===== src/rtl/bbd_pkg.sv =====
// shared types and constants of the bggr bilinear demosaic core
`default_nettype none
package bbd_pkg;

  localparam int SAMPLE_BITS = 12;
  localparam int PIX_BITS    = 8;
  localparam int DSHIFT      = SAMPLE_BITS - PIX_BITS;
  localparam int SUM_BITS    = SAMPLE_BITS + 2;
  localparam int MEAN_BITS   = SUM_BITS - DSHIFT;
  localparam int CNT_BITS    = 3;

  localparam int WIDTH_BITS   = 12;
  localparam int HEIGHT_BITS  = 13;
  localparam int CFG_BITS     = 13;
  localparam int CFG_IDX_BITS = 1;

  localparam logic [CFG_IDX_BITS-1:0] REG_IMAGE_WIDTH  = 1'b0;
  localparam logic [CFG_IDX_BITS-1:0] REG_IMAGE_HEIGHT = 1'b1;

  localparam logic [WIDTH_BITS-1:0]  WIDTH_RESET  = 12'd640;
  localparam logic [HEIGHT_BITS-1:0] HEIGHT_RESET = 13'd480;

  localparam int MAX_WIDTH_DEF = 2048;
  localparam int MIN_WIDTH     = 4;
  localparam int MIN_HEIGHT    = 2;
  localparam int MAX_HEIGHT    = 4096;

  localparam int QUEUE_DEPTH = 8;

  typedef struct packed {
    logic [SAMPLE_BITS-1:0] sample;
    logic                   drain;
  } in_item_t;

  typedef struct packed {
    logic [PIX_BITS-1:0] red;
    logic [PIX_BITS-1:0] green;
    logic [PIX_BITS-1:0] blue;
    logic                frame_end;
  } out_item_t;

  // where the pixel that an item completes sits in the frame
  typedef struct packed {
    logic has_out;
    logic top_edge;
    logic bot_edge;
    logic left_edge;
    logic right_edge;
    logic row_odd;
    logic col_odd;
    logic last;
  } pos_t;

  typedef struct packed {
    logic push;
    logic retire;
  } stage_status_t;

endpackage
`default_nettype wire


===== src/rtl/bbd_out_queue.sv =====
// result queue between the pixel pipeline and the output channel
`default_nettype none
module bbd_out_queue #(
  parameter int DEPTH = bbd_pkg::QUEUE_DEPTH
) (
  input  wire logic               clk,
  input  wire logic               rst_n,
  input  wire logic               push,
  input  wire bbd_pkg::out_item_t push_item,
  output logic                    out_valid,
  input  wire logic               out_stall,
  output bbd_pkg::out_item_t      out_data
);

  localparam int AW = $clog2(DEPTH);
  localparam int NB = $clog2(DEPTH + 1);

  bbd_pkg::out_item_t mem_r [DEPTH];
  logic [AW-1:0] wr_ptr_r;
  logic [AW-1:0] rd_ptr_r;
  logic [NB-1:0] cnt_r;
  logic [NB-1:0] cnt_nxt;
  logic          pop;

  assign out_valid = (cnt_r != '0);
  assign out_data  = mem_r[rd_ptr_r];
  assign pop       = out_valid && !out_stall;
  assign cnt_nxt   = cnt_r + NB'(push) - NB'(pop);

  always_ff @(posedge clk) begin
    if (push) begin
      mem_r[wr_ptr_r] <= push_item;
    end
  end

  always_ff @(posedge clk) begin
    if (!rst_n) begin
      wr_ptr_r <= '0;
      rd_ptr_r <= '0;
      cnt_r    <= '0;
    end else begin
      if (push) begin
        wr_ptr_r <= wr_ptr_r + AW'(1);
      end
      if (pop) begin
        rd_ptr_r <= rd_ptr_r + AW'(1);
      end
      cnt_r <= cnt_nxt;
    end
  end

endmodule
`default_nettype wire


===== config.mk =====
export PLATFORM = sky130hd
export DESIGN_NAME = bbd_out_queue
export DESIGN_NICKNAME = d
export VERILOG_FILES = /design/src/rtl/bbd_pkg.sv /design/src/rtl/bbd_out_queue.sv
export SDC_FILE = /design/constraint.sdc
export NUM_CORES = 1
export LEC_CHECK = 0
export ABC_AREA = 1
export ABC_CLOCK_PERIOD_IN_PS = 2200
export BUFFER_PORTS_ARGS = -buffer_cell sky130_fd_sc_hd__buf_2
export CELL_PAD_IN_SITES_DETAIL_PLACEMENT = 2
export CELL_PAD_IN_SITES_GLOBAL_PLACEMENT = 2
export CORE_MARGIN = 5
export CORE_UTILIZATION = 35
export CTS_CLUSTER_DIAMETER = 50
export DETAILED_ROUTE_END_ITERATION = 7
export PLACE_DENSITY = 0.83
export SLEW_MARGIN = 0
export SYNTH_ARGS = -nofsm -noshare
export SYNTH_HDL_FRONTEND = slang
export SYNTH_SLANG_ARGS = --single-unit

===== constraint.sdc =====
create_clock -name clk -period 2.2 [get_ports clk]
set_input_delay 0.33 -clock clk [delete_from_list [all_inputs] [get_ports clk]]
set_output_delay 0.33 -clock clk [all_outputs]
set_load 0.03 [all_outputs]

==> metrics <==
CTS tree=done; Die Span X=172 um; Rows=59; Compound-Gate Fraction of Synth Area=0.544%; clock root buffer=clkbuf_16; Ys Warns=0; First-pass DRT Iterations=5; Synth Area in XOR/XNOR=0%; routed vias=6792; clock buffer depth=3; IO Port Bufs=54; final net count=1039; H-tree Lvls=1; RSZ-0062 raised after global routing=yes; ANT cells=0; Clock Skew=18.6 ps; Congestion Overflow GR=0; Worst Path Max Fanout=18; largest family of logic cells by synthesized area=simple AND/OR/NAND/NOR gates; post-synthesis sequential area ratio=68.1%; multi-input logic area=0.00220 sq mm; largest net degree at the start of global routing=51; slew margin rel.=68.8%; clk sinks=213; library cells used by synthesis=17; vias per inst=4.99; slowest CP cell=dfxtp_4; GPL Wtd Cong=0.732; DRC viols=0; DR iter-0 viols=332; P_leak=5.08 nW; Detail Placement HPWL=16.5 mm; worst ir drop on vdd=517 uV; Post-Synth Simple-Gate Area=21.4%; Die H=172 um; Worst-Skew Late Latency=540 ps; flop and latch count out of synthesis=213; Worst-Margin Slew=467 ps; vias in the first global route=7988; Fill cells=2736; Area after DPL=0.0100 sq mm; share of layout cells above drive strength 1=14.7%; crit path DAT=1930 ps; Register Area=0.00627 sq mm; core area=0.0260 sq mm; final core occ=43.9%; Final Max Slew Viols=0; syn avg cell area=9.88 sq um; mapped cell area=0.00921 sq mm; gr usage total=21.2%; CP delay by family, top=simple AND/OR/NAND/NOR gates; syn nets=968; first-pass GRT wire length=47.1 mm; crit-path most repeated cell=nand2_1; DR WL/cell=22.3 um; Starting Density=35.4%; Worst-path clk slew=60 ps; status=finished with violations; Area growth syn-to-layout=23.9%; drt total wl=30.4 mm; post-route worst setup slack=-57.5 ps; fmax=0.443 GHz; failing checks=setup timing; io pins=55; Synth Instances=932; post-route ant nets=0; CP Buf/Inv Count=3; mux cell area share after synthesis=0%; final setup fails=5; Die Area=0.0296 sq mm; Fin. Hold Viols=0; CTS Buf Count=28; Max stage delay on crit path=400 ps; period utilization=103%; Post-Synth Adder-Cell Area=1.03%; PD cells=1170 mW/mm^2; Critical Path Sink Type=output port; initial antenna violation count=1; crit path time final=2260 ps; crit-path cells=inv_8 > buf_16 > nand2_1 > nand2_1 > nand2_1 > nand2_2 > nand2_1 > nand2_2 > buf_6; HP Class=primary input to flip-flop; Max Cap Viol=0; crit path kind=flip-flop to output port; design area=0.0114 sq mm; CP required=1870 ps; CP Launch Type=flip-flop
==> logic make-up after synthesis <==
logic type / count (synthesis)
DFF: 213
adders and majority gates: 7
AOI/OAI and AO/OA: 10
buffers and inverters: 207
and+or+nand+nor: 495
==> final cells by class <==
type,instances,share of cell area (%)
timing repair buffer,79,7.56
inverter,169,5.63
clock buffer,35,6.56
tap,335,3.68
multi-input combinational,512,19.3
sequential,213,55.0
clock inverter,17,2.25
==> path summary, 6_finish.rpt <==
check | slack (ps) | from | to | cells past startpoint
min | 80 | push_item[3] | mem_r[2][3] | 1
max | -60 | flip-flop | out_data[20] | 9
min reg2reg | 520 | wr_ptr_r[0] | wr_ptr_r[0] | 2
max reg2reg | 110 | cnt_r[2] | cnt_r[2] | 10
==> where the power goes <==
| group | internal (mW) | total [mW] | leakage (nW) | switching [mW] |
|---|---|---|---|---|
| logic | 1.25 | 3.64 | 2.66 | 2.39 |
| clock network | 3.14 | 4.99 | 0.490 | 1.85 |
| registers | 4.58 | 4.67 | 1.92 | 0.0895 |
==> stage by stage <==
stage	instances	setup TNS, ps	total power, mW	hold slack, ps	worst slack, ps
after global routing	1360	-2110	13.9	73.0	-156
after floorplan	932	0	6.76	429	28.4
after global placement	1301	0	7.64	482	216
final	1360	-187	13.3	82.7	-57.5
after detailed placement	1301	0	7.81	512	61.2
after CTS	1360	-157	13.4	59.8	-62.1
==> registers in the layout (all words and copies together) (netlist names), named ones only <==
name / flops
rd_ptr_r: 3
mem_r: 200
cnt_r: 4
wr_ptr_r: 3
==> repair_timing <==
| item | CTS | global route |
|---|---|---|
| setup endpoints to repair | 25 | 27 |
| setup buffers | 2 | 0 |
| gates resized for setup | 60 | 10 |
| gates cloned | 5 | 0 |
| hold buffers | 0 | 0 |
| pin swaps | 4 | 2 |
==> cell usage after synthesis (all sizes together) <==
cell type  count  area, sq um
buf           33          174
o21ai          4         20.0
nand3b         2         15.0
dfxtp         13          260
a21oi          6         30.0
clkbuf         5         18.8
or2            2         12.5
fa             1         20.0
inv          169          634
ha             6         75.1
nor2          20         75.1
nand3         78          390
nand2        393         1480
edfxtp       200         6010
==> placed cells by master, fill, tap and decap left out, types with 2 or more instances in the layout <==
cell       count
nor2_4         7
a21oi_1        5
clkinv_1       3
edfxtp_1     200
bufinv_16      6
nor2_1        12
clkbuf_16     29
inv_1        166
dfxtp_1       11
inv_6          5
or2_2          2
buf_6         13
inv_2          2
buf_2         31
nand3b_1       2
o21ai_0        4
buf_16         7
inv_8          2
nand2_1      381
clkinv_2       2
nand3_1       78
ha_1           5
buf_4         14
nand2_2       12
clkbuf_1       6
buf_12        12
==> layer usage <==
metal | wire length (um) | GRT usage, % | up-vias
met3 | 1270 | 3.38 | 57
met1 | 12000 | 24.8 | 3511
met4 | 666 | 5.40 | 2
met5 | 13 | 0 | -
li1 | - | - | 3071
met2 | 16400 | 40.4 | 151
No activity file was read; power rests on OpenSTA's default activity.
