File: src/rtl/bbd_pkg.sv
// shared types and constants of the bggr bilinear demosaic core
`default_nettype none
package bbd_pkg;

  localparam int SAMPLE_BITS = 12;
  localparam int PIX_BITS    = 8;
  localparam int DSHIFT      = SAMPLE_BITS - PIX_BITS;
  localparam int SUM_BITS    = SAMPLE_BITS + 2;
  localparam int MEAN_BITS   = SUM_BITS - DSHIFT;
  localparam int CNT_BITS    = 3;

  localparam int WIDTH_BITS   = 12;
  localparam int HEIGHT_BITS  = 13;
  localparam int CFG_BITS     = 13;
  localparam int CFG_IDX_BITS = 1;

  localparam logic [CFG_IDX_BITS-1:0] REG_IMAGE_WIDTH  = 1'b0;
  localparam logic [CFG_IDX_BITS-1:0] REG_IMAGE_HEIGHT = 1'b1;

  localparam logic [WIDTH_BITS-1:0]  WIDTH_RESET  = 12'd640;
  localparam logic [HEIGHT_BITS-1:0] HEIGHT_RESET = 13'd480;

  localparam int MAX_WIDTH_DEF = 2048;
  localparam int MIN_WIDTH     = 4;
  localparam int MIN_HEIGHT    = 2;
  localparam int MAX_HEIGHT    = 4096;

  localparam int QUEUE_DEPTH = 8;

  typedef struct packed {
    logic [SAMPLE_BITS-1:0] sample;
    logic                   drain;
  } in_item_t;

  typedef struct packed {
    logic [PIX_BITS-1:0] red;
    logic [PIX_BITS-1:0] green;
    logic [PIX_BITS-1:0] blue;
    logic                frame_end;
  } out_item_t;

  // where the pixel that an item completes sits in the frame
  typedef struct packed {
    logic has_out;
    logic top_edge;
    logic bot_edge;
    logic left_edge;
    logic right_edge;
    logic row_odd;
    logic col_odd;
    logic last;
  } pos_t;

  typedef struct packed {
    logic push;
    logic retire;
  } stage_status_t;

endpackage
`default_nettype wire

File: src/rtl/bbd_interp.sv
// 3x3 window, neighbor sums and per-channel mean
`default_nettype none
module bbd_interp (
  input  wire logic                            clk,
  input  wire logic                            rst_n,
  input  wire logic                            valid,
  input  wire logic [bbd_pkg::SAMPLE_BITS-1:0] sample,
  input  wire bbd_pkg::pos_t                   pos,
  input  wire logic [bbd_pkg::SAMPLE_BITS-1:0] up,
  input  wire logic [bbd_pkg::SAMPLE_BITS-1:0] mid,
  output bbd_pkg::stage_status_t               status,
  output bbd_pkg::out_item_t                   item
);

  localparam int SB  = bbd_pkg::SAMPLE_BITS;
  localparam int SW  = bbd_pkg::SUM_BITS;
  localparam int CB  = bbd_pkg::CNT_BITS;
  localparam int PB  = bbd_pkg::PIX_BITS;
  localparam int MB  = bbd_pkg::MEAN_BITS;
  localparam int DIV3_MUL   = 683;
  localparam int DIV3_SHIFT = 11;
  localparam int PROD_BITS  = MB + 10;

  localparam logic [1:0] SITE_BLUE    = 2'b00;
  localparam logic [1:0] SITE_GREEN_B = 2'b01;
  localparam logic [1:0] SITE_GREEN_R = 2'b10;
  localparam logic [1:0] SITE_RED     = 2'b11;

  function automatic logic [SW-1:0] pick(input logic [SB-1:0] v, input logic en);
    return en ? SW'(v) : '0;
  endfunction

  // truncated sum / (n << DSHIFT); n of three by reciprocal multiply
  function automatic logic [PB-1:0] mean_of(input logic [SW-1:0] sum, input logic [CB-1:0] n);
    logic [MB-1:0]        x;
    logic [PROD_BITS-1:0] p;
    logic [PB-1:0]        m;
    x = MB'(sum >> bbd_pkg::DSHIFT);
    p = PROD_BITS'(x) * PROD_BITS'(DIV3_MUL);
    case (n)
      3'd1:    m = x[PB-1:0];
      3'd2:    m = x[PB:1];
      3'd3:    m = p[DIV3_SHIFT+PB-1:DIV3_SHIFT];
      3'd4:    m = x[PB+1:2];
      default: m = '0;
    endcase
    return m;
  endfunction

  logic [SB-1:0] win_r [3][3];

  logic          s2_valid_r;
  bbd_pkg::pos_t s2_pos_r;

  logic          s3_valid_r;
  logic          s3_has_out_r;
  logic          s3_last_r;
  logic [SW-1:0] s3_r_sum_r, s3_g_sum_r, s3_b_sum_r;
  logic [CB-1:0] s3_r_cnt_r, s3_g_cnt_r, s3_b_cnt_r;

  logic          en_u, en_d, en_l, en_r;
  logic [SW-1:0] hs, vs, ds, es, cs;
  logic [CB-1:0] hn, vn, dn, en;
  logic [SW-1:0] r_sum_nxt, g_sum_nxt, b_sum_nxt;
  logic [CB-1:0] r_cnt_nxt, g_cnt_nxt, b_cnt_nxt;

  always_ff @(posedge clk) begin
    if (valid) begin
      for (int k = 0; k < 3; k++) begin
        win_r[k][0] <= win_r[k][1];
        win_r[k][1] <= win_r[k][2];
      end
      win_r[0][2] <= up;
      win_r[1][2] <= mid;
      win_r[2][2] <= sample;
    end
  end

  always_ff @(posedge clk) begin
    if (!rst_n) begin
      s2_valid_r <= 1'b0;
      s3_valid_r <= 1'b0;
    end else begin
      s2_valid_r <= valid;
      s3_valid_r <= s2_valid_r;
    end
  end

  always_ff @(posedge clk) begin
    if (valid) begin
      s2_pos_r <= pos;
    end
  end

  always_comb begin
    en_u = !s2_pos_r.top_edge;
    en_d = !s2_pos_r.bot_edge;
    en_l = !s2_pos_r.left_edge;
    en_r = !s2_pos_r.right_edge;

    hs = pick(win_r[1][0], en_l) + pick(win_r[1][2], en_r);
    hn = CB'(en_l) + CB'(en_r);
    vs = pick(win_r[0][1], en_u) + pick(win_r[2][1], en_d);
    vn = CB'(en_u) + CB'(en_d);
    ds = pick(win_r[0][0], en_u && en_l) + pick(win_r[0][2], en_u && en_r)
       + pick(win_r[2][0], en_d && en_l) + pick(win_r[2][2], en_d && en_r);
    dn = CB'(en_u && en_l) + CB'(en_u && en_r) + CB'(en_d && en_l) + CB'(en_d && en_r);
    es = hs + vs;
    en = hn + vn;
    // own colour goes through the mean with a count of one
    cs = SW'(win_r[1][1]);

    case ({s2_pos_r.row_odd, s2_pos_r.col_odd})
      SITE_BLUE: begin
        r_sum_nxt = ds; r_cnt_nxt = dn;
        g_sum_nxt = es; g_cnt_nxt = en;
        b_sum_nxt = cs; b_cnt_nxt = CB'(1);
      end
      SITE_GREEN_B: begin
        r_sum_nxt = vs; r_cnt_nxt = vn;
        g_sum_nxt = cs; g_cnt_nxt = CB'(1);
        b_sum_nxt = hs; b_cnt_nxt = hn;
      end
      SITE_GREEN_R: begin
        r_sum_nxt = hs; r_cnt_nxt = hn;
        g_sum_nxt = cs; g_cnt_nxt = CB'(1);
        b_sum_nxt = vs; b_cnt_nxt = vn;
      end
      SITE_RED: begin
        r_sum_nxt = cs; r_cnt_nxt = CB'(1);
        g_sum_nxt = es; g_cnt_nxt = en;
        b_sum_nxt = ds; b_cnt_nxt = dn;
      end
      default: begin
        r_sum_nxt = '0; r_cnt_nxt = '0;
        g_sum_nxt = '0; g_cnt_nxt = '0;
        b_sum_nxt = '0; b_cnt_nxt = '0;
      end
    endcase
  end

  always_ff @(posedge clk) begin
    if (s2_valid_r) begin
      s3_has_out_r <= s2_pos_r.has_out;
      s3_last_r    <= s2_pos_r.last;
      s3_r_sum_r   <= r_sum_nxt;
      s3_g_sum_r   <= g_sum_nxt;
      s3_b_sum_r   <= b_sum_nxt;
      s3_r_cnt_r   <= r_cnt_nxt;
      s3_g_cnt_r   <= g_cnt_nxt;
      s3_b_cnt_r   <= b_cnt_nxt;
    end
  end

  always_comb begin
    item.red       = mean_of(s3_r_sum_r, s3_r_cnt_r);
    item.green     = mean_of(s3_g_sum_r, s3_g_cnt_r);
    item.blue      = mean_of(s3_b_sum_r, s3_b_cnt_r);
    item.frame_end = s3_last_r;
    status.push    = s3_valid_r && s3_has_out_r;
    status.retire  = s3_valid_r && !s3_has_out_r;
  end

endmodule
`default_nettype wire

File: config.mk
export PLATFORM = sky130hd
export DESIGN_NAME = bbd_interp
export DESIGN_NICKNAME = d
export VERILOG_FILES = /design/src/rtl/bbd_pkg.sv /design/src/rtl/bbd_interp.sv
export SDC_FILE = /design/constraint.sdc
export NUM_CORES = 1
export LEC_CHECK = 0
export ABC_AREA = 1
export BUFFER_PORTS_ARGS = -buffer_cell sky130_fd_sc_hd__buf_2
export CELL_PAD_IN_SITES_DETAIL_PLACEMENT = 1
export CELL_PAD_IN_SITES_GLOBAL_PLACEMENT = 2
export CORE_MARGIN = 2
export CORE_UTILIZATION = 39
export CTS_CLUSTER_DIAMETER = 40
export CTS_CLUSTER_SIZE = 14
export DETAILED_ROUTE_END_ITERATION = 8
export HOLD_SLACK_MARGIN = 0.03
export MAX_ROUTING_LAYER = met4
export PLACE_DENSITY = 0.85
export SYNTH_ARGS = -nofsm -noshare
export SYNTH_HDL_FRONTEND = slang
export SYNTH_SLANG_ARGS = --single-unit
export TNS_END_PERCENT = 50
File: constraint.sdc
create_clock -name clk -period 5.12 [get_ports clk]
set_input_delay 0.256 -clock clk [delete_from_list [all_inputs] [get_ports clk]]
set_output_delay 0.256 -clock clk [all_outputs]
set_load 0.005 [all_outputs]
==> results.cfg, run 1 <==
[cells_and_area]
fin_nets = 2488
fillers = 4933
seq_area_um2 = 4760
drive_gt1_frac = 0.0802
fin_cells = 2664
antenna_cells = 0
area_growth_pct = 13.5
multi_input_area_um2 = 9520
final_cell_mix = nand2_1, inv_1, ha_1
post-route-util = 0.446
layout_commonest_cell = nand2_1
final_area_um2 = 18100

[timing]
final-hold-violation-count = 0
max_slew_margin = 0.174
fin_tns_setup_ns = 0
finalMaxSlewViolations = 0
worst_pin_slew_ns = 1.23
finalSetupViolations = 0
min_period_over_period = 0.952
fmax_mhz = 205
grt_setup_unrepaired = no
fin_worst_skew_ns = 0.00649
period_minus_slack_ns = 4.88

[run_status]
status = finished, final reports clean

[global_routing]
grt_usage = 0.219
grt_pass1_wl_um = 70800
use_met2 = 0.375
grt_overflow = 0
grt.met1_usage = 0.284
antenna_found_initial = 0
grt_max_degree = 74
grt_pass1_vias = 13801
grtUsageMet3 = 0.0151
gr-max-usage-layer = met2

[synthesis]
synth_edf_count = 157
ys_types = 42
synth_top_area_cell = edfxtp_1
syn_area_um2 = 15900
synthCells = 1979
ys_ff_latch = 159
synth_top_area_frac = 0.296
synth-compound-area-share = 0.0673
synth_nets = 2346
ys_seq_area_frac = 0.298
async_reset_ff_frac = 0
muxShareOfSynthArea = 0
yosys_warnings = 0
ys.flop_type = edfxtp_1
synth-xor-area-share = 0.0124
syn_area_per_cell_um2 = 8.06
synth_top_family_by_area = adder cells
synth.area.top_cells = edfxtp_1, ha_1, fa_1
synthSimpleGateAreaFrac = 0.223
synth_fa_ha_area_frac = 0.293

[detailed_routing]
route.detailed.drc = 0
drtIter0Drc = 527
first_pass_iters = 4
dr_total_vias = 13132
vias_per_cell = 4.93
postRouteAntennaNets = 0
wl_per_cell_um = 16.4
routed_wl_um = 43600

[power]
clockPowerShare = 0.165
combPwrFrac = 0.610
switching_share = 0.478
power_switching_w = 0.00349
p_leak_nw = 9.50
power_frac_seq = 0.225
ir_drop_mv = 0.250
p_per_area_nw_per_um2 = 403
total_power_w = 0.00730
p_int_w = 0.00381

[floorplan]
die_h_um = 206
fp.dieW_um = 206
die_area_um2 = 42500
initial_core_util = 0.393
coreArea_um2 = 40600
ios = 74
std_cell_rows = 74

[worst_hold_path]
hp-class = flop to flop
holdPathStages = 0

[place]
dpl.cell_count = 2577
place_congestion = 0.908
io_buffers = 73
placed_area_um2 = 17000
hpwl_um = 36300

[worst_setup_path]
cp_data_required_time_ns = 4.86
cp.depth = 17
cp-end-kind = primary output
critPathMaxFanout = 6
cp_num_buf_inv = 2
critPathTopFamily = adder cells
rrSetupSlack_ns = 1.28
crit_chain = buf_4 -> ha_1 -> fa_1 -> fa_1 -> fa_1 -> ha_1 -> ha_1 -> nand2_1 -> a21oi_1 -> nor2_1 -> nor2_1 -> nor2_1 -> nand2_1 -> nand2_1 -> nand2_1 -> o21ai_0 -> buf_2
cp_common_cell = nand2_1
cpMaxStageDelayCell = fa_1
critPathKind = flop to primary output
reg2regPathDepth = 18
cp-start-kind = flop
cpPeakStageDelay_ns = 0.53
crit_arrival_ns = 4.62

[clock_tree]
clk_pin_slew_worst_paths_ns = 0.06
htree_levels = 4
cts_sinks = 159
cts_buffer_depth = 2
cts_tree = yes
cts_inserted_buffers = 17
clk_latency_ns = 0.45
root_buffer = clkbuf_16

[flow_run]
cap_viol_max_count = 0
==> worst register-to-register path, cell delays in order, from the launching register on <==
cell and delay [ns]:
edfxtp_1 0.38, nor2_1 0.05, buf_4 0.17, inv_1 0.27, nor2_1 0.11, fa_1 0.51, inv_1 0.05, fa_1 0.48
inv_1 0.04, ha_1 0.37, nand2_1 0.12, nor3_1 0.24, nand2_1 0.15, nand2_1 0.10, nand3_1 0.10, nand3_1 0.09
nand2_1 0.14, nand2_1 0.09, nand3_1 0.12
==> routing by layer <==
| metal | wire length, um | share of wire |
|---|---|---|
| met3 | 576 | 0.013 |
| met5 | 0 | 0 |
| met1 | 21000 | 0.48 |
| met4 | 507 | 0.012 |
| met2 | 21500 | 0.49 |
==> cells in the mapped netlist (8+ instances only) <==
master      n
nand2_1   438
inv_1     426
ha_1      230
nor2_1    201
edfxtp_1  157
nand3_1   118
fa_1       90
a21oi_1    86
o21ai_0    39
nor3_1     25
nand4_1    16
o22ai_1    16
clkbuf_1   12
o21bai_1   12
nor2_2     10
a21o_1      9
a221oi_1    9
xnor2_1     9
nand2_2     8
nand3b_1    8
xor2_1      8
==> state kept, by name, indices dropped and copies added (netlist names) <==
register,count
s3_valid_r,1
s3_r_sum_r,10
s3_r_cnt_r,3
s3_has_out_r,1
s3_g_cnt_r,3
s3_last_r,1
s2_pos_r,8
s3_b_cnt_r,3
s2_valid_r,1
s3_b_sum_r,10
s3_g_sum_r,10
win_r,108
==> stage by stage <==
step                setup slack [ns]  hold slack (ns)
finish                         0.244            0.417
global route                 0.00306            0.432
CTS                           0.0728            0.420
detailed placement             0.563            0.406
global placement               0.675            0.402
floorplan                       1.04            0.349
==> worst paths after layout <==
path,startpoint,end
worst min register to register,s2_pos_r[0],s3_last_r
worst max register to register,s2_pos_r[6],s3_b_sum_r[8]
worst min-delay path,s2_pos_r[0],s3_last_r
worst max-delay path,s3_r_sum_r[9],item[23]
==> timing repair <==
action	CTS	global route
endpoints found under the hold margin	46	0
hold buffers	45	0
resized for setup	0	6
buffers inserted	0	12
endpoints found under the setup margin	0	9
==> cells by family after synthesis <==
group           after synthesis
compound gates              187
flops                       159
buf+inv                     448
xor+xnor                     20
fa+ha+maj                   320
simple gates                845
==> final cells by class <==
cell class	count	area share
Multi-Input combinational cell	1372	0.526
Tap cell	532	0.0368
Inverter	431	0.0894
Clock buffer	17	0.0235
Clock inverter	13	0.00685
Timing Repair Buffer	140	0.0543
Sequential cell	159	0.263
==> power by group through the flow <==
stage / Combinational (W) / Clock (W) / Sequential [W]
after CTS: 0.00446 / 0.00124 / 0.00165
after global placement: 0.00427 / 0 / 0.00167
after global routing: 0.00516 / 0.00127 / 0.00166
after detailed placement: 0.00439 / 0 / 0.00168
after floorplan: 0.00318 / 0 / 0.00164
final: 0.00445 / 0.00120 / 0.00164
(Power assumes the default switching activity.)
==> run 2, diff against run 1 <==
--- a/config.mk
+++ b/config.mk
@@ -11,12 +11,14 @@
 export CELL_PAD_IN_SITES_GLOBAL_PLACEMENT = 2
 export CORE_MARGIN = 2
 export CORE_UTILIZATION = 39
+export CTS_BUF_LIST = sky130_fd_sc_hd__clkbuf_8
 export CTS_CLUSTER_DIAMETER = 40
-export CTS_CLUSTER_SIZE = 14
+export CTS_CLUSTER_SIZE = 40
 export DETAILED_ROUTE_END_ITERATION = 8
 export HOLD_SLACK_MARGIN = 0.03
 export MAX_ROUTING_LAYER = met4
 export PLACE_DENSITY = 0.85
+export SLEW_MARGIN = 15
 export SYNTH_ARGS = -nofsm -noshare
 export SYNTH_HDL_FRONTEND = slang
 export SYNTH_SLANG_ARGS = --single-unit
==> run 2 against run 1 <==
Effect of this change: first-iteration DRC count rose by 2.1%; critical path depth fell by 3; register-to-register slack worse by 0.02 ns; sequential share of layout area rose by 0.10 points; flip-flop and latch count did not move; largest power group unchanged.
==> results.cfg, run 2 (same netlist as run 1, synthesis figures left out) <==
[worst_setup_path]
rrSetupSlack_ns = 1.26
cp_data_required_time_ns = 4.86
crit_arrival_ns = 4.62
cp-start-kind = flop
cp-end-kind = primary output
crit_chain = ha_1 -> ha_1 -> fa_1 -> inv_1 -> fa_1 -> fa_1 -> inv_1 -> ha_1 -> a21oi_2 -> o21ai_1 -> a21oi_1 -> a21oi_1 -> o21ai_0 -> buf_2
cp_num_buf_inv = 3
r2r-start = s2_pos_r[6]
cpPeakStageDelay_ns = 0.55
critPathKind = flop to primary output
critPathTopFamily = adder cells
reg2regPathDepth = 17
cpMaxStageDelayCell = fa_1
critPathMaxFanout = 5
r2r_end = s3_b_sum_r[6]

[cells_and_area]
post-route-util = 0.444
drive_gt1_frac = 0.0890
area_growth_pct = 13.0
fin_cells = 2679
layout_commonest_cell = nand2_1
fillers = 4945
fin_nets = 2503
antenna_cells = 0
registers.top_by_ff_count = win_r
final_cell_mix = nand2_1, inv_1, ha_1
largest_reg_flops = 108

[detailed_routing]
dr_total_vias = 13259
top_layer_used = met4
routed_wl_um = 43500
wl_met1_um = 20900
wl_per_cell_um = 16.2
drtIter0Drc = 538
postRouteAntennaNets = 0
wl_met3_um = 602
first_pass_iters = 4
route.detailed.drc = 0
wl_met2_um = 21500
vias_per_cell = 4.95

[power]
power_switching_w = 0.00347
p_int_w = 0.00354
p_leak_nw = 9.48
total_power_w = 0.00701
clockPowerShare = 0.126
power_frac_seq = 0.233
switching_share = 0.495
p_per_area_nw_per_um2 = 389
ir_drop_mv = 0.217
combPwrFrac = 0.641

[clock_tree]
cts_tree = yes
clk_pin_slew_worst_paths_ns = 0.09
cts_buffer_depth = 2
root_buffer = clkbuf_8
cts_inserted_buffers = 17
cts_sinks = 159
htree_levels = 4
clk_latency_ns = 0.49

[timing]
grt_setup_unrepaired = yes
min_period_over_period = 0.952
finalSetupViolations = 0
max_slew_margin = 0.253
period_minus_slack_ns = 4.87
fmax_mhz = 205
fin_tns_setup_ns = 0
finalMaxSlewViolations = 0
final-hold-violation-count = 0
fin_worst_skew_ns = 0.0107
worst_pin_slew_ns = 1.11

[floorplan]
die_h_um = 206
fp.dieW_um = 206
initial_core_util = 0.393
coreArea_um2 = 40600
ios = 74
std_cell_rows = 74
die_area_um2 = 42500

[global_routing]
grt_max_degree = 74
grt_pass1_wl_um = 70300
grt_overflow = 0
grt_usage = 0.217
grt_pass1_vias = 13743
antenna_found_initial = 0

[place]
dpl.cell_count = 2577
place_congestion = 0.908
io_buffers = 73
hpwl_um = 36300

[worst_hold_path]
whs_endpoint = s2_valid_r
hp-class = input pin to flop
worstHoldStart = valid
holdPathStages = 3

[flow_run]
cap_viol_max_count = 0

[run_status]
status = finished, final reports clean
[run 2: cell types whose count changed in the layout (fill, tap and decap cells not counted), moves of 2 or more]
cell / previous run / this run
a21oi_2: 6 / 8
clkbuf_16: 17 / 0
buf_4: 23 / 38
a21oi_1: 83 / 81
clkbuf_8: 0 / 17
[run 2: power by group through the flow]
stage,Clock [W],Sequential [W],Combinational [W]
6_report,0.000881,0.00164,0.00450
5_1_grt,0.000949,0.00165,0.00520
2_1_floorplan,0,0.00164,0.00318
3_3_place_gp,0,0.00167,0.00427
4_1_cts,0.000911,0.00165,0.00446
3_5_place_dp,0,0.00168,0.00439
[run 2: repair_timing]
item | in CTS | in global routing
setup endpoints to repair | 0 | 19
gates resized for setup | 0 | 11
buffers inserted | 0 | 27
hold endpoints to repair | 46 | 0
hold buffers | 45 | 0
[run 2: worst register-to-register path, stage by stage (launching register included)]
cell and delay (ns):
edfxtp_1 0.39, nor2_1 0.05, buf_4 0.17, inv_1 0.26, nor2_1 0.11, fa_1 0.51
inv_1 0.05, fa_1 0.48, inv_1 0.05, ha_1 0.37, nand2_1 0.12, nor3_1 0.24
nand2_1 0.15, nand3b_1 0.10, nand2_1 0.12, o21ai_1 0.16, nor2_1 0.07, nor2_1 0.26
[run 2: final cells by class]
cell class                 count  area (um^2)  share of cell area
timing repair buffer         155         1100              0.0608
clock inverter                13          124             0.00687
sequential                   159         4760               0.264
clock buffer                  17          234              0.0130
multi-input combinational   1372         9530               0.529
tap                          532          666              0.0369
inverter                     431         1620              0.0898
[run 2: worst max path at each step]
stage | startpoint | to | slack [ns] | depth (start not counted)
finish | s3_g_sum_r[10] | item[14] | 0.25 | 14
global route | s3_b_sum_r[6] | item[7] | -0.01 | 18
CTS | s3_g_sum_r[10] | item[14] | 0.008 | 14
detailed placement | s3_g_sum_r[10] | item[14] | 0.56 | 14
global placement | s3_b_sum_r[9] | item[1] | 0.68 | 19
floorplan | s3_b_sum_r[11] | item[3] | 1.04 | 18
[run 2: through the flow]
step	setup WS (ns)	cell area (um^2)	hold WS, ns
finish	0.248	18000	0.405
global route	-0.0142	18000	0.430
CTS	0.00806	17800	0.388
detailed placement	0.563	17000	0.406
global placement	0.675	17000	0.402
floorplan	1.04	15900	0.349
[run 2: per-layer routing]
layer  global-route usage  vias to the layer above
met4               0.0467                        0
met2                0.374                      122
met1                0.281                     6467
li1                     -                     6639
met5                    -                        -
met3               0.0161                       31
==> run 3, diff against run 2 <==
--- a/config.mk
+++ b/config.mk
@@ -6,18 +6,18 @@
 export NUM_CORES = 1
 export LEC_CHECK = 0
 export ABC_AREA = 1
-export BUFFER_PORTS_ARGS = -buffer_cell sky130_fd_sc_hd__buf_2
+export BUFFER_PORTS_ARGS = -buffer_cell sky130_fd_sc_hd__buf_4
 export CELL_PAD_IN_SITES_DETAIL_PLACEMENT = 1
 export CELL_PAD_IN_SITES_GLOBAL_PLACEMENT = 2
 export CORE_MARGIN = 2
-export CORE_UTILIZATION = 39
+export CORE_UTILIZATION = 42
 export CTS_BUF_LIST = sky130_fd_sc_hd__clkbuf_8
 export CTS_CLUSTER_DIAMETER = 40
 export CTS_CLUSTER_SIZE = 40
 export DETAILED_ROUTE_END_ITERATION = 8
 export HOLD_SLACK_MARGIN = 0.03
 export MAX_ROUTING_LAYER = met4
-export PLACE_DENSITY = 0.85
+export PLACE_DENSITY = 0.9
 export SLEW_MARGIN = 15
 export SYNTH_ARGS = -nofsm -noshare
 export SYNTH_HDL_FRONTEND = slang
==> constraint.sdc (replaced) <==
create_clock -name clk -period 5.9 [get_ports clk]
set_input_delay 0.295 -clock clk [delete_from_list [all_inputs] [get_ports clk]]
set_output_delay 0.295 -clock clk [all_outputs]
set_load 0.005 [all_outputs]
==> run 3 against run 2 <==
Effect of this change: clock power fell by 6.2%; die area fell by 7.0%; clock skew fell by 0.0040 ns; setup slack improved by 0.55 ns; sequential share of layout area barely moved; global-route usage rose by 2.7 points; critical path type unchanged; critical endpoint unchanged; highest routed layer unchanged.
==> results.cfg, run 3 (same netlist as run 1, synthesis figures left out) <==
[run_status]
status = finished, final reports clean

[timing]
finalSetupViolations = 0
final-hold-violation-count = 0
fin_worst_skew_ns = 0.00672
min_period_over_period = 0.864
whs_ns = 0.248
fmax_mhz = 196
period_minus_slack_ns = 5.10
grt_setup_unrepaired = no
fin_tns_setup_ns = 0
finalMaxSlewViolations = 0
worst_pin_slew_ns = 1.07
max_slew_margin = 0.282

[power]
p_leak_nw = 9.40
ir_drop_mv = 0.214
p_per_area_nw_per_um2 = 340

[detailed_routing]
postRouteAntennaNets = 0
first_pass_iters = 4
wl_per_cell_um = 17.1
vias_per_cell = 4.99
dr_total_vias = 13129
routed_wl_um = 45100
route.detailed.drc = 0
drtIter0Drc = 649

[worst_hold_path]
worstHoldStart = valid
hp-class = input pin to flop

[clock_tree]
cts_sinks = 159
cts_buffer_depth = 2
root_buffer = clkbuf_8
htree_levels = 4
clk_latency_ns = 0.50
cts_setup_buffers = 0
clk_pin_slew_worst_paths_ns = 0.10
cts_tree = yes
cts_inserted_buffers = 17

[worst_setup_path]
cp-end-kind = primary output
cp_num_buf_inv = 3
endpoint = item[14]
crit_arrival_ns = 4.80
cpPeakStageDelay_ns = 0.54
critPathTopFamily = adder cells
rrSetupSlack_ns = 1.40
reg2regPathDepth = 19
critPathKind = flop to primary output
cp-start-kind = flop
critPathMaxFanout = 6
cpMaxStageDelayCell = edfxtp_1
r2r_end = s3_b_sum_r[7]
cp-startpoint = s3_g_sum_r[10]
cp_data_required_time_ns = 5.61
r2r-start = s2_pos_r[6]
crit_chain = ha_1 -> ha_1 -> fa_1 -> inv_1 -> fa_1 -> fa_1 -> inv_1 -> ha_1 -> a21oi_1 -> o21ai_0 -> a21oi_1 -> a21oi_1 -> o21ai_0 -> buf_4
cp.depth = 14

[place]
io_buffers = 73
hpwl_um = 37000
place_congestion = 0.927

[global_routing]
grt_pass1_vias = 14032
grt_pass1_wl_um = 72800
grt_usage = 0.244
grt_overflow = 0
grt_max_degree = 80
antenna_found_initial = 0

[floorplan]
die_h_um = 199
die_area_um2 = 39500
std_cell_rows = 71
coreArea_um2 = 37500
ios = 74
initial_core_util = 0.425
fp.dieW_um = 199

[cells_and_area]
final_cell_mix = nand2_1, inv_1, ha_1
largest_reg_flops = 108
antenna_cells = 0
area_growth_pct = 12.9
drive_gt1_frac = 0.0740
registers.top_by_ff_count = win_r
layout_commonest_cell = nand2_1
fin_nets = 2476

[flow_run]
cap_viol_max_count = 0
## run 3: changes by cell type in the layout (fill, tap and decap cells not counted), sizes merged
cell,change
inv,-4
buf,-27
clkinvlp,+2
clkinv,+4
## run 3: per-layer routing
| metal | up-vias | share of wire | track usage |
|---|---|---|---|
| li1 | 6589 | - | - |
| met1 | 6329 | 0.46 | 0.307 |
| met2 | 161 | 0.49 | 0.417 |
| met3 | 50 | 0.022 | 0.0261 |
| met4 | 0 | 0.024 | 0.0719 |
| met5 | - | 0 | - |
## run 3: cell type report
type / count / area (um^2)
flip-flops and latches: 159 / 4760
multi-input cells: 1372 / 9500
repair buffers: 128 / 1070
clock inverters: 15 / 175
inverters: 431 / 1620
well taps: 511 / 639
clock buffers: 17 / 234
fillers: 4620 / 19500
## run 3: through the flow
step | cells | worst slack [ns] | total power, W | cell area [um^2] | util
2_1_floorplan | 1979 | 1.79 | 0.00418 | 15900 | -
3_3_place_gp | 2556 | 1.40 | 0.00518 | 17100 | 0.457
3_5_place_dp | 2556 | 1.32 | 0.00530 | 17100 | 0.457
4_1_cts | 2633 | 0.760 | 0.00617 | 18000 | 0.480
5_1_grt | 2633 | 0.513 | 0.00679 | 18000 | 0.480
6_report | 2633 | 0.801 | 0.00611 | 18000 | 0.480
## run 3: how the worst min path moves through the flow
stage	end	slack, ns	cells after the start
3_5_place_dp	win_r[0][61]	0.41	0
4_1_cts	s2_valid_r	0.21	3
2_1_floorplan	s2_valid_r	0.39	2
5_1_grt	s2_valid_r	0.27	3
6_report	s2_valid_r	0.25	3
3_3_place_gp	win_r[0][61]	0.40	0
## run 3: worst min-delay path, stage by stage
cell	delay, ns
buf_4	0.26
nand2_1	0.11
inv_1	0.03
## run 3: timing repair
item	CTS	global route
gates resized for setup	0	0
hold buffers	45	0
endpoints found under the hold margin	46	0
## run 3: where the power goes
group          internal [W]  switching [W]  leakage [nW]  total [W]
Sequential          0.00135      0.0000755          1.54    0.00143
Combinational       0.00140        0.00245          7.66    0.00385
Clock              0.000319       0.000507         0.198   0.000826
